<file path="src/fbsa_pkg.sv">
`timescale 1ns / 1ps
`default_nettype none
package fbsa_pkg;

  // Field widths of the request and response transactions.
  localparam int unsigned SIZE_W   = 23;
  localparam int unsigned ADDR_W   = 22;
  localparam int unsigned STAT_W   = 3;
  localparam int unsigned QUO_W    = 24;
  localparam int unsigned START_W  = 16;
  localparam int unsigned LEN_W    = 17;
  localparam int unsigned WB_W     = 7;
  localparam int unsigned CFG_W    = 17;
  localparam int unsigned CIDX_W   = 2;
  localparam int unsigned ENTRY_W  = START_W + LEN_W + 1;

  // Configuration register indexes.
  localparam logic [CIDX_W-1:0] REG_FIT_MODE   = 2'd0;
  localparam logic [CIDX_W-1:0] REG_WORD_BYTES = 2'd1;
  localparam logic [CIDX_W-1:0] REG_POOL_WORDS = 2'd2;

  // Response status codes.
  localparam logic [STAT_W-1:0] ST_OK        = 3'd0;
  localparam logic [STAT_W-1:0] ST_NO_FIT    = 3'd1;
  localparam logic [STAT_W-1:0] ST_FULL      = 3'd2;
  localparam logic [STAT_W-1:0] ST_NOT_FOUND = 3'd3;
  localparam logic [STAT_W-1:0] ST_ZERO      = 3'd4;

  // Request opcodes.
  localparam logic FUNC_ALLOC = 1'b0;
  localparam logic FUNC_FREE  = 1'b1;

  // Commands from the controller to the datapath.
  typedef struct packed {
    logic accept;
    logic div_step;
    logic scan;
    logic decide;
    logic sh_rd;
    logic sh_wr;
    logic wr_split;
    logic wr_pick;
    logic out_load;
  } cmd_t;

  // Status from the datapath to the controller.
  typedef struct packed {
    logic zero_in;
    logic div_last;
    logic scan_done;
    logic need_split;
    logic do_write;
    logic sh_done;
    logic out_ready;
  } sts_t;

endpackage
`default_nettype wire

</file>
<file path="src/fbsa_ram.sv">
`timescale 1ns / 1ps
`default_nettype none
module fbsa_ram #(
  parameter int unsigned WIDTH = 34,
  parameter int unsigned DEPTH = 64
) (
  input  wire logic                     clk_i,
  input  wire logic                     we_i,
  input  wire logic [$clog2(DEPTH)-1:0] waddr_i,
  input  wire logic [WIDTH-1:0]         wdata_i,
  input  wire logic [$clog2(DEPTH)-1:0] raddr_i,
  output logic      [WIDTH-1:0]         rdata_o
);

  logic [WIDTH-1:0] mem_q [DEPTH];

  // One write port and one registered read port.
  always_ff @(posedge clk_i) begin
    if (we_i) begin
      mem_q[waddr_i] <= wdata_i;
    end
    rdata_o <= mem_q[raddr_i];
  end

endmodule
`default_nettype wire

</file>
<file path="src/fbsa_ctrl.sv">
`timescale 1ns / 1ps
`default_nettype none
module fbsa_ctrl (
  input  wire logic          clk_i,
  input  wire logic          rst_ni,
  input  wire logic          in_valid_i,
  output logic               in_stall_o,
  input  wire fbsa_pkg::sts_t sts_i,
  output fbsa_pkg::cmd_t     cmd_o
);

  typedef enum logic [3:0] {
    S_IDLE, S_DIV, S_SCAN, S_DECIDE, S_SH_CHK, S_SH_RD, S_SH_WR,
    S_SPLIT, S_PICK, S_DONE
  } state_e;

  state_e state_q, state_d;

  // Next state and datapath commands.
  always_comb begin
    state_d = state_q;
    cmd_o   = '0;
    unique case (state_q)
      S_IDLE: begin
        if (in_valid_i) begin
          cmd_o.accept = 1'b1;
          state_d = sts_i.zero_in ? S_DONE : S_DIV;
        end
      end
      S_DIV: begin
        cmd_o.div_step = 1'b1;
        if (sts_i.div_last) state_d = S_SCAN;
      end
      S_SCAN: begin
        cmd_o.scan = 1'b1;
        if (sts_i.scan_done) state_d = S_DECIDE;
      end
      S_DECIDE: begin
        cmd_o.decide = 1'b1;
        if (sts_i.need_split) state_d = S_SH_CHK;
        else if (sts_i.do_write) state_d = S_PICK;
        else state_d = S_DONE;
      end
      S_SH_CHK: begin
        state_d = sts_i.sh_done ? S_SPLIT : S_SH_RD;
      end
      S_SH_RD: begin
        cmd_o.sh_rd = 1'b1;
        state_d = S_SH_WR;
      end
      S_SH_WR: begin
        cmd_o.sh_wr = 1'b1;
        state_d = S_SH_CHK;
      end
      S_SPLIT: begin
        cmd_o.wr_split = 1'b1;
        state_d = S_PICK;
      end
      S_PICK: begin
        cmd_o.wr_pick = 1'b1;
        state_d = S_DONE;
      end
      S_DONE: begin
        if (sts_i.out_ready) begin
          cmd_o.out_load = 1'b1;
          state_d = S_IDLE;
        end
      end
      default: state_d = S_IDLE;
    endcase
  end

  assign in_stall_o = (state_q != S_IDLE);

  // State register.
  always_ff @(posedge clk_i or negedge rst_ni) begin
    if (!rst_ni) begin
      state_q <= S_IDLE;
    end else begin
      state_q <= state_d;
    end
  end

endmodule
`default_nettype wire

</file>
<file path="src/fbsa_dpath.sv">
`timescale 1ns / 1ps
`default_nettype none
module fbsa_dpath #(
  parameter int unsigned MAX_SEGMENTS   = 64,
  parameter int unsigned MAX_POOL_WORDS = 65536
) (
  input  wire logic                              clk_i,
  input  wire logic                              rst_ni,
  input  wire logic                              cfg_we_i,
  input  wire logic [fbsa_pkg::CIDX_W-1:0]       cfg_idx_i,
  input  wire logic [fbsa_pkg::CFG_W-1:0]        cfg_data_i,
  input  wire logic                              func_i,
  input  wire logic [fbsa_pkg::SIZE_W-1:0]       size_bytes_i,
  input  wire logic [fbsa_pkg::ADDR_W-1:0]       byte_address_i,
  output logic                                   out_valid_o,
  input  wire logic                              out_stall_i,
  output logic      [fbsa_pkg::STAT_W-1:0]       status_o,
  output logic      [fbsa_pkg::ADDR_W-1:0]       byte_offset_o,
  input  wire fbsa_pkg::cmd_t                    cmd_i,
  output fbsa_pkg::sts_t                         sts_o
);

  localparam int unsigned SW = $clog2(MAX_SEGMENTS);
  localparam int unsigned CW = $clog2(MAX_SEGMENTS + 1);
  localparam int unsigned QW = fbsa_pkg::QUO_W;
  localparam int unsigned LW = fbsa_pkg::LEN_W;
  localparam int unsigned TW = fbsa_pkg::START_W;
  localparam int unsigned WW = fbsa_pkg::WB_W;
  localparam logic [LW-1:0] MAX_POOL = LW'(MAX_POOL_WORDS);
  localparam logic [CW-1:0] MAX_CNT  = CW'(MAX_SEGMENTS);

  // Configuration registers.
  logic          fit_mode_q;
  logic [WW-1:0] word_bytes_q;
  logic [LW-1:0] pool_q;
  logic          pool_wr;

  assign pool_wr = cfg_we_i && (cfg_idx_i == fbsa_pkg::REG_POOL_WORDS);

  always_ff @(posedge clk_i or negedge rst_ni) begin
    if (!rst_ni) begin
      fit_mode_q   <= 1'b0;
      word_bytes_q <= WW'(8);
      pool_q       <= LW'(65536);
    end else if (cfg_we_i) begin
      unique case (cfg_idx_i)
        fbsa_pkg::REG_FIT_MODE:   fit_mode_q   <= cfg_data_i[0];
        fbsa_pkg::REG_WORD_BYTES: word_bytes_q <= cfg_data_i[WW-1:0];
        fbsa_pkg::REG_POOL_WORDS: pool_q       <= cfg_data_i;
        default: ;
      endcase
    end
  end

  // Clamped word size and pool size.
  logic [WW-1:0] eff_w;
  logic [LW-1:0] eff_pool;
  always_comb begin
    if (word_bytes_q == '0) eff_w = WW'(1);
    else if (word_bytes_q > WW'(64)) eff_w = WW'(64);
    else eff_w = word_bytes_q;
    if (pool_q == '0) eff_pool = LW'(1);
    else if (pool_q > MAX_POOL) eff_pool = MAX_POOL;
    else eff_pool = pool_q;
  end

  // Request registers and the bit-serial divider.
  logic          func_q;
  logic [QW-1:0] quo_q, quo_d;
  logic [WW-1:0] prem_q, prem_d;
  logic [4:0]    dcnt_q;
  logic [WW:0]   dtrial;
  logic          dge;
  logic [QW-1:0] dividend;

  assign dividend = (func_i == fbsa_pkg::FUNC_FREE) ? QW'(byte_address_i)
                  : QW'(size_bytes_i) + QW'(eff_w) - QW'(1);
  assign dtrial   = {prem_q, quo_q[QW-1]};
  assign dge      = (dtrial >= {1'b0, eff_w});
  assign prem_d   = dge ? WW'(dtrial - {1'b0, eff_w}) : dtrial[WW-1:0];
  assign quo_d    = {quo_q[QW-2:0], dge};

  always_ff @(posedge clk_i) begin
    if (cmd_i.accept) begin
      func_q <= func_i;
      quo_q  <= dividend;
      prem_q <= '0;
      dcnt_q <= '0;
    end else if (cmd_i.div_step) begin
      quo_q  <= quo_d;
      prem_q <= prem_d;
      dcnt_q <= dcnt_q + 5'd1;
    end
  end

  // Segment table storage.
  logic [fbsa_pkg::ENTRY_W-1:0] rdata, wdata;
  logic [SW-1:0]                raddr, waddr;
  logic                         we;

  fbsa_ram #(.WIDTH(fbsa_pkg::ENTRY_W), .DEPTH(MAX_SEGMENTS)) u_ram (
    .clk_i   (clk_i),
    .we_i    (we),
    .waddr_i (waddr),
    .wdata_i (wdata),
    .raddr_i (raddr),
    .rdata_o (rdata)
  );

  // Entry 0 reads as the whole pool until it is first written after reset or a pool-size write.
  logic fresh_q, fresh_rd_q;
  logic [CW-1:0] count_q, scan_idx_q, sh_idx_q;
  logic [SW-1:0] ev_idx_q, pick_q;
  logic          ev_valid_q, issue;

  assign issue = cmd_i.scan && (scan_idx_q < count_q);
  assign raddr = cmd_i.sh_rd ? SW'(sh_idx_q - CW'(1)) : scan_idx_q[SW-1:0];

  always_ff @(posedge clk_i or negedge rst_ni) begin
    if (!rst_ni) begin
      fresh_q <= 1'b1;
    end else if (pool_wr) begin
      fresh_q <= 1'b1;
    end else if (we && (waddr == '0)) begin
      fresh_q <= 1'b0;
    end
  end

  always_ff @(posedge clk_i) begin
    fresh_rd_q <= fresh_q && (raddr == '0);
  end

  logic [TW-1:0] e_start;
  logic [LW-1:0] e_len;
  logic          e_used;
  always_comb begin
    if (fresh_rd_q) begin
      e_start = '0;
      e_len   = eff_pool;
      e_used  = 1'b0;
    end else begin
      {e_start, e_len, e_used} = rdata;
    end
  end

  // Scan evaluation: fit search for allocate, start match for free.
  logic          found_q, split_q;
  logic [TW-1:0] pick_start_q;
  logic [LW-1:0] pick_len_q, best_rem_q;
  logic [LW-1:0] e_rem;
  logic          cand, better;

  assign e_rem = e_len - quo_q[LW-1:0];
  always_comb begin
    if (func_q == fbsa_pkg::FUNC_FREE) begin
      cand   = e_used && (QW'(e_start) == quo_q);
      better = !found_q;
    end else begin
      cand   = !e_used && (QW'(e_len) >= quo_q);
      better = !found_q || (fit_mode_q ? (e_rem > best_rem_q) : (e_rem < best_rem_q));
    end
  end

  always_ff @(posedge clk_i or negedge rst_ni) begin
    if (!rst_ni) begin
      ev_valid_q <= 1'b0;
    end else begin
      ev_valid_q <= issue;
    end
  end

  always_ff @(posedge clk_i) begin
    if (cmd_i.accept) begin
      scan_idx_q <= '0;
      found_q    <= 1'b0;
    end else begin
      if (issue) begin
        scan_idx_q <= scan_idx_q + CW'(1);
        ev_idx_q   <= scan_idx_q[SW-1:0];
      end
      if (ev_valid_q && cand && better) begin
        found_q      <= 1'b1;
        pick_q       <= ev_idx_q;
        pick_start_q <= e_start;
        pick_len_q   <= e_len;
        best_rem_q   <= e_rem;
      end
    end
  end

  // Decision flags.
  logic rem_nz, full, alloc;
  assign alloc  = (func_q == fbsa_pkg::FUNC_ALLOC);
  assign rem_nz = (best_rem_q != '0);
  assign full   = (count_q == MAX_CNT);

  logic [fbsa_pkg::STAT_W-1:0] res_status_q;
  always_ff @(posedge clk_i) begin
    if (cmd_i.accept) begin
      res_status_q <= fbsa_pkg::ST_ZERO;
    end else if (cmd_i.decide) begin
      if (!alloc) res_status_q <= found_q ? fbsa_pkg::ST_OK : fbsa_pkg::ST_NOT_FOUND;
      else if (!found_q) res_status_q <= fbsa_pkg::ST_NO_FIT;
      else if (rem_nz && full) res_status_q <= fbsa_pkg::ST_FULL;
      else res_status_q <= fbsa_pkg::ST_OK;
      split_q  <= alloc && rem_nz;
    end
  end

  // Shift pointer walks down from the table end to the split point.
  always_ff @(posedge clk_i) begin
    if (cmd_i.decide) begin
      sh_idx_q <= count_q;
    end else if (cmd_i.sh_wr) begin
      sh_idx_q <= sh_idx_q - CW'(1);
    end
  end

  // Table writes.
  always_comb begin
    we    = 1'b0;
    waddr = pick_q;
    wdata = {pick_start_q, pick_len_q, 1'b0};
    if (cmd_i.sh_wr) begin
      we    = 1'b1;
      waddr = sh_idx_q[SW-1:0];
      wdata = rdata;
    end else if (cmd_i.wr_split) begin
      we    = 1'b1;
      waddr = pick_q + SW'(1);
      wdata = {TW'(pick_start_q + quo_q[TW-1:0]), best_rem_q, 1'b0};
    end else if (cmd_i.wr_pick) begin
      we    = 1'b1;
      wdata = {pick_start_q, split_q ? quo_q[LW-1:0] : pick_len_q, alloc};
    end
  end

  // Segment count.
  always_ff @(posedge clk_i or negedge rst_ni) begin
    if (!rst_ni) begin
      count_q <= CW'(1);
    end else if (pool_wr) begin
      count_q <= CW'(1);
    end else if (cmd_i.wr_pick && split_q) begin
      count_q <= count_q + CW'(1);
    end
  end

  // Response register.
  logic out_valid_q;
  logic [TW+WW-1:0] prod;
  assign prod = (TW+WW)'(pick_start_q) * (TW+WW)'(eff_w);

  always_ff @(posedge clk_i or negedge rst_ni) begin
    if (!rst_ni) begin
      out_valid_q <= 1'b0;
    end else if (cmd_i.out_load) begin
      out_valid_q <= 1'b1;
    end else if (!out_stall_i) begin
      out_valid_q <= 1'b0;
    end
  end

  always_ff @(posedge clk_i) begin
    if (cmd_i.out_load) begin
      status_o      <= res_status_q;
      byte_offset_o <= (alloc && res_status_q == fbsa_pkg::ST_OK)
                       ? prod[fbsa_pkg::ADDR_W-1:0] : '0;
    end
  end

  assign out_valid_o = out_valid_q;

  // Status to the controller.
  assign sts_o.zero_in    = (func_i == fbsa_pkg::FUNC_ALLOC) && (size_bytes_i == '0);
  assign sts_o.div_last   = (dcnt_q == 5'(QW - 1));
  assign sts_o.scan_done  = (scan_idx_q == count_q) && !ev_valid_q;
  assign sts_o.need_split = alloc && found_q && rem_nz && !full;
  assign sts_o.do_write   = found_q && !(alloc && rem_nz && full);
  assign sts_o.sh_done    = (sh_idx_q == CW'(pick_q) + CW'(1));
  assign sts_o.out_ready  = !out_valid_q || !out_stall_i;

  // The table never holds more segments than its capacity.
  a_count_range: assert property (@(posedge clk_i) disable iff (!rst_ni)
    (count_q != '0) && (count_q <= MAX_CNT))
    else $error("segment count out of range");

  // A split is never written into a full table.
  a_split_room: assert property (@(posedge clk_i) disable iff (!rst_ni)
    cmd_i.wr_split |-> (count_q < MAX_CNT))
    else $error("split into full table");

  // Evaluated entries always lie inside the valid part of the table.
  a_scan_bound: assert property (@(posedge clk_i) disable iff (!rst_ni)
    ev_valid_q |-> (CW'(ev_idx_q) < count_q))
    else $error("scan past table end");

endmodule
`default_nettype wire

</file>
<file path="src/fit_based_segment_allocator_core.sv">
`timescale 1ns / 1ps
`default_nettype none
// Sequence from acceptance to result: a bit-serial divide, a scan of the N table segments,
// decide, table write and output load; a failed request skips the write. A split
// also shifts each table entry above the chosen segment up by one, then writes the
// split-off remainder. A zero-size allocate goes straight from acceptance to the output load.
// Transactions are handled one at a time; the next is accepted the cycle after the result loads.
// Reset clears the table to one hole covering the pool, with no clearing pass.
module fit_based_segment_allocator_core #(
  parameter int unsigned MAX_SEGMENTS   = 64,
  parameter int unsigned MAX_POOL_WORDS = 65536
) (
  input  wire logic                             clk_i,
  input  wire logic                             rst_ni,
  input  wire logic                             cfg_we_i,
  input  wire logic [fbsa_pkg::CIDX_W-1:0]      cfg_idx_i,
  input  wire logic [fbsa_pkg::CFG_W-1:0]       cfg_data_i,
  input  wire logic                             in_valid_i,
  output logic                                  in_stall_o,
  input  wire logic                             func_i,
  input  wire logic [fbsa_pkg::SIZE_W-1:0]      size_bytes_i,
  input  wire logic [fbsa_pkg::ADDR_W-1:0]      byte_address_i,
  output logic                                  out_valid_o,
  input  wire logic                             out_stall_i,
  output logic      [fbsa_pkg::STAT_W-1:0]      status_o,
  output logic      [fbsa_pkg::ADDR_W-1:0]      byte_offset_o
);

  fbsa_pkg::cmd_t cmd;
  fbsa_pkg::sts_t sts;

  // Sequencer.
  fbsa_ctrl u_ctrl (
    .clk_i      (clk_i),
    .rst_ni     (rst_ni),
    .in_valid_i (in_valid_i),
    .in_stall_o (in_stall_o),
    .sts_i      (sts),
    .cmd_o      (cmd)
  );

  // Divider, segment table and response register.
  fbsa_dpath #(
    .MAX_SEGMENTS   (MAX_SEGMENTS),
    .MAX_POOL_WORDS (MAX_POOL_WORDS)
  ) u_dpath (
    .clk_i          (clk_i),
    .rst_ni         (rst_ni),
    .cfg_we_i       (cfg_we_i),
    .cfg_idx_i      (cfg_idx_i),
    .cfg_data_i     (cfg_data_i),
    .func_i         (func_i),
    .size_bytes_i   (size_bytes_i),
    .byte_address_i (byte_address_i),
    .out_valid_o    (out_valid_o),
    .out_stall_i    (out_stall_i),
    .status_o       (status_o),
    .byte_offset_o  (byte_offset_o),
    .cmd_i          (cmd),
    .sts_o          (sts)
  );

endmodule
`default_nettype wire

</file>
<file path="config.mk">
export PLATFORM = sky130hd
export DESIGN_NAME = fit_based_segment_allocator_core
export DESIGN_NICKNAME = d
export VERILOG_FILES = /design/src/fbsa_pkg.sv /design/src/fbsa_ram.sv /design/src/fbsa_ctrl.sv /design/src/fbsa_dpath.sv /design/src/fit_based_segment_allocator_core.sv
export SDC_FILE = /design/constraint.sdc
export NUM_CORES = 2
export LEC_CHECK = 0
export ABC_AREA = 1
export BUFFER_PORTS_ARGS = -buffer_cell sky130_fd_sc_hd__buf_2
export CORE_MARGIN = 1
export CORE_UTILIZATION = 30
export CTS_BUF_LIST = sky130_fd_sc_hd__clkbuf_8
export DETAILED_ROUTE_END_ITERATION = 16
export PLACE_DENSITY = 0.51
export SETUP_SLACK_MARGIN = 0.2
export SLEW_MARGIN = 30
export SYNTH_ARGS = -nofsm -noshare
export SYNTH_HDL_FRONTEND = slang
export SYNTH_SLANG_ARGS = --single-unit
</file>
<file path="constraint.sdc">
create_clock -name clk_i -period 9.3 [get_ports clk_i]
set_input_delay 1.395 -clock clk_i [delete_from_list [all_inputs] [get_ports clk_i]]
set_output_delay 1.395 -clock clk_i [all_outputs]
set_load 0.05 [all_outputs]
</file>
==> flow_summary_export.csv <==
group,metric,value,unit
detailed_routing,routed_wl,354,mm
setup_path,reg2reg_from,"u_dpath.fresh_rd_q",
clock_tree,root_buffer,"clkbuf_8",
clock_tree,clk_pin_slew,0.07,ns
clock_tree,clock_path_buffers,4,
global_routing,antenna_found_initial,5,
yosys,synth-edff-count,2296,
finish,area_growth_syn_to_layout,13.5,%
floorplan,ios,97,
yosys,yosysWarnings,0,
job,cap_violations,0,
timing,fin_ws,2.35,ns
floorplan,die-area,367000,sq um
floorplan,die_w,606,um
global_routing,grt_max_degree,162,
status,status,"completed",
setup_path,worstSetupPathType,"register to register",
worst_hold_path,hp-start,"u_dpath.ev_idx_q[5]",
power,vdd_ir_drop_max,0.000201,V
timing,hold-worst-slack,0.430,ns
setup_path,critPathMaxStageDelay,0.82,ns
power,p_leak,0.0504,uW
yosys,synth.largest_area_cell,"edfxtp_1",
detailed_routing,drtPass1Iterations,6,
setup_path,cp_max_fo,28,
yosys,synth.avg_cell_area,10.2,sq um
detailed_routing,drt-vias-per-instance,4.79,
setup_path,crit_start,"u_dpath.fresh_rd_q",
yosys,synth_area_leaders,"edfxtp_1 (63%), nand2_1 (10%), nand3_1 (8.7%)",
clock_tree,postCtsSetupBuffers,0,
clock_tree,cts_tree,"yes",
finish,final_cell_mix,"nand2_1 (2957), edfxtp_1 (2296), nand3_1 (1902), inv_1 (1768), clkbuf_8 (423)",
yosys,ys_types,50,
finish,final_common_cell,"nand2_1",
timing,timing.slew.headroom,32.4,%
timing,final_hold_viol_count,0,
yosys,yosys_register_bits,2393,
clock_tree,cts_buffers,406,
global_routing,grt.overflow.total,0,
detailed_routing,drt_iter0_markers,7634,
clock_tree,cts_resized,0,
power,power.density,244,nW/um^2
timing,finalMaxSlewViolations,0,
clock_tree,cts_hold_buf,0,
timing,setup_violations,0,
yosys,synth_flop_cell,"edfxtp_1",
yosys,yosysSeqAreaShare,65.0,%
setup_path,crit_top_cell,"nand2_1",
place,dpl.hpwl,201,mm
timing,grt_setup_unrepaired,"no",
timing,tightest_slew,1.01,ns
setup_path,critPathRequiredTime,10.00,ns
finish,fin_util,34.2,%
yosys,syn_nets,10990,
timing,fmax,144,MHz
setup_path,critPathBufInv,4,
global_routing,grt_pass1_wl,511,mm
detailed_routing,antenna_left,0,
finish,nets,11177,
setup_path,cp_data_arrival_time,7.66,ns
timing,finalSetupTns,0,ns
place,dp_slack,2.45,ns
place,port_buffers,96,
timing,period_share,74.8,%
setup_path,path_delay_family,"simple AND/OR/NAND/NOR gates",
global_routing,grt_pass1_vias,73136,
setup_path,worstSetupStartpointType,"register",
floorplan,dieHeight,606,um
floorplan,rows,221,
yosys,netlist_area,109000,sq um
worst_hold_path,hold_class,"register to register",
finish,drive_gt1_share,8.29,%
timing,layout_min_cycle_time,6.95,ns
floorplan,start_util,30.2,%
floorplan,core_area,363000,sq um
finish,nFillCells,36446,
clock_tree,cts.sinks,2393,
global_routing,grtUsageTotal,18.9,%
yosys,synthArstFlopShare,1.63,%
detailed_routing,drc,0,
detailed_routing,routedWlPerCell,22.1,um
power,p_total,30300,uW
place,place_congestion,0.861,
yosys,netlist_instances,10704,
setup_path,end_kind,"register",
timing,finClkSkew,0.107,ns
clock_tree,clkLatencyLatePin,1.05,ns
detailed_routing,vias,76796,
clock_tree,htree_levels,5,
yosys,netlist.area_leader.share,63.1,%
setup_path,cp_slowest_cell,"dfxtp_1",
where the power goes:
group	switching, uW	leakage, uW	internal, uW
sequential	371	0.0217	12300
clock	4370	0.00435	4450
combinational	6340	0.0244	2470
sequential cells by signal, indices dropped and copies added, names as in the netlist, 3 cells and up:
register               count
u_dpath.u_ram.rdata_o     34
u_ctrl.state_q             4
u_dpath.best_rem_q        17
u_dpath.prem_q             7
u_dpath.pick_len_q        17
u_dpath.quo_q             24
u_dpath.dcnt_q             5
u_dpath.scan_idx_q         7
u_dpath.pick_q             6
u_dpath.word_bytes_q       7
u_dpath.ev_idx_q           6
u_dpath.u_ram.mem_q     2176
u_dpath.pool_q            17
u_dpath.sh_idx_q           7
u_dpath.byte_offset_o     22
u_dpath.status_o           3
u_dpath.res_status_q       3
u_dpath.pick_start_q      16
u_dpath.count_q            7
Yosys cell counts (all sizes together) (17+ instances only):
| cell | number |
|---|---|
| a21oi | 231 |
| buf | 360 |
| nand3 | 1904 |
| nor3 | 36 |
| o21ai | 202 |
| xnor2 | 23 |
| dfrtp | 35 |
| nor2 | 315 |
| xor2 | 38 |
| o22ai | 17 |
| edfxtp | 2296 |
| fa | 72 |
| nand4 | 21 |
| nand2 | 2971 |
| ha | 144 |
| dfxtp | 58 |
| nand3b | 103 |
| inv | 1613 |
| clkbuf | 169 |
worst paths after layout:
kind	slack, ns	cells after the start	end
min	0.43	0	u_dpath.pick_q[5]
min reg2reg	0.43	0	u_dpath.pick_q[5]
min in group asynchronous	0.46	2	u_dpath.fit_mode_q
max	2.35	30	u_dpath.pick_start_q[13]
max in group asynchronous	8.39	2	u_dpath.count_q[4]
max reg2reg	2.35	30	u_dpath.pick_start_q[13]
metal layers:
metal | part of all wire [%] | GRT usage [%] | vias up
met4 | 3.1 | 5.77 | 2
met1 | 44 | 25.7 | 37701
li1 | - | - | 35957
met3 | 6.5 | 2.69 | 507
met2 | 46 | 31.1 | 2629
met5 | 0.0045 | 0 | -
stage by stage:
stage          instance area, sq um  std cells
6_report                     124000      16016
5_1_grt                      124000      16010
4_1_cts                      124000      16004
3_5_place_dp                 117000      15275
3_3_place_gp                 116000      15250
2_1_floorplan                109000      10704
logic make-up after synthesis:
group | after synthesis | share of synthesized area (%)
xor gates and xnor gates | 61 | 0.489
DFF | 2393 | 65.0
adders and majority gates | 216 | 2.97
and+or+nand+nor | 5370 | 21.2
buffers and inverters | 2146 | 7.79
AOI/OAI and AO/OA | 518 | 2.56
cell type report:
cell class	count	area [sq um]	area share, %
sequential	2393	71100	57.3
antenna	10	25.0	0.0202
clock inverter	306	1510	1.22
multi-input combinational	6165	30700	24.8
timing repair buffer	308	2810	2.26
inverter	1617	6070	4.90
clock buffer	423	5820	4.69
tap	4794	6000	4.83
(Power assumes the default switching activity.)
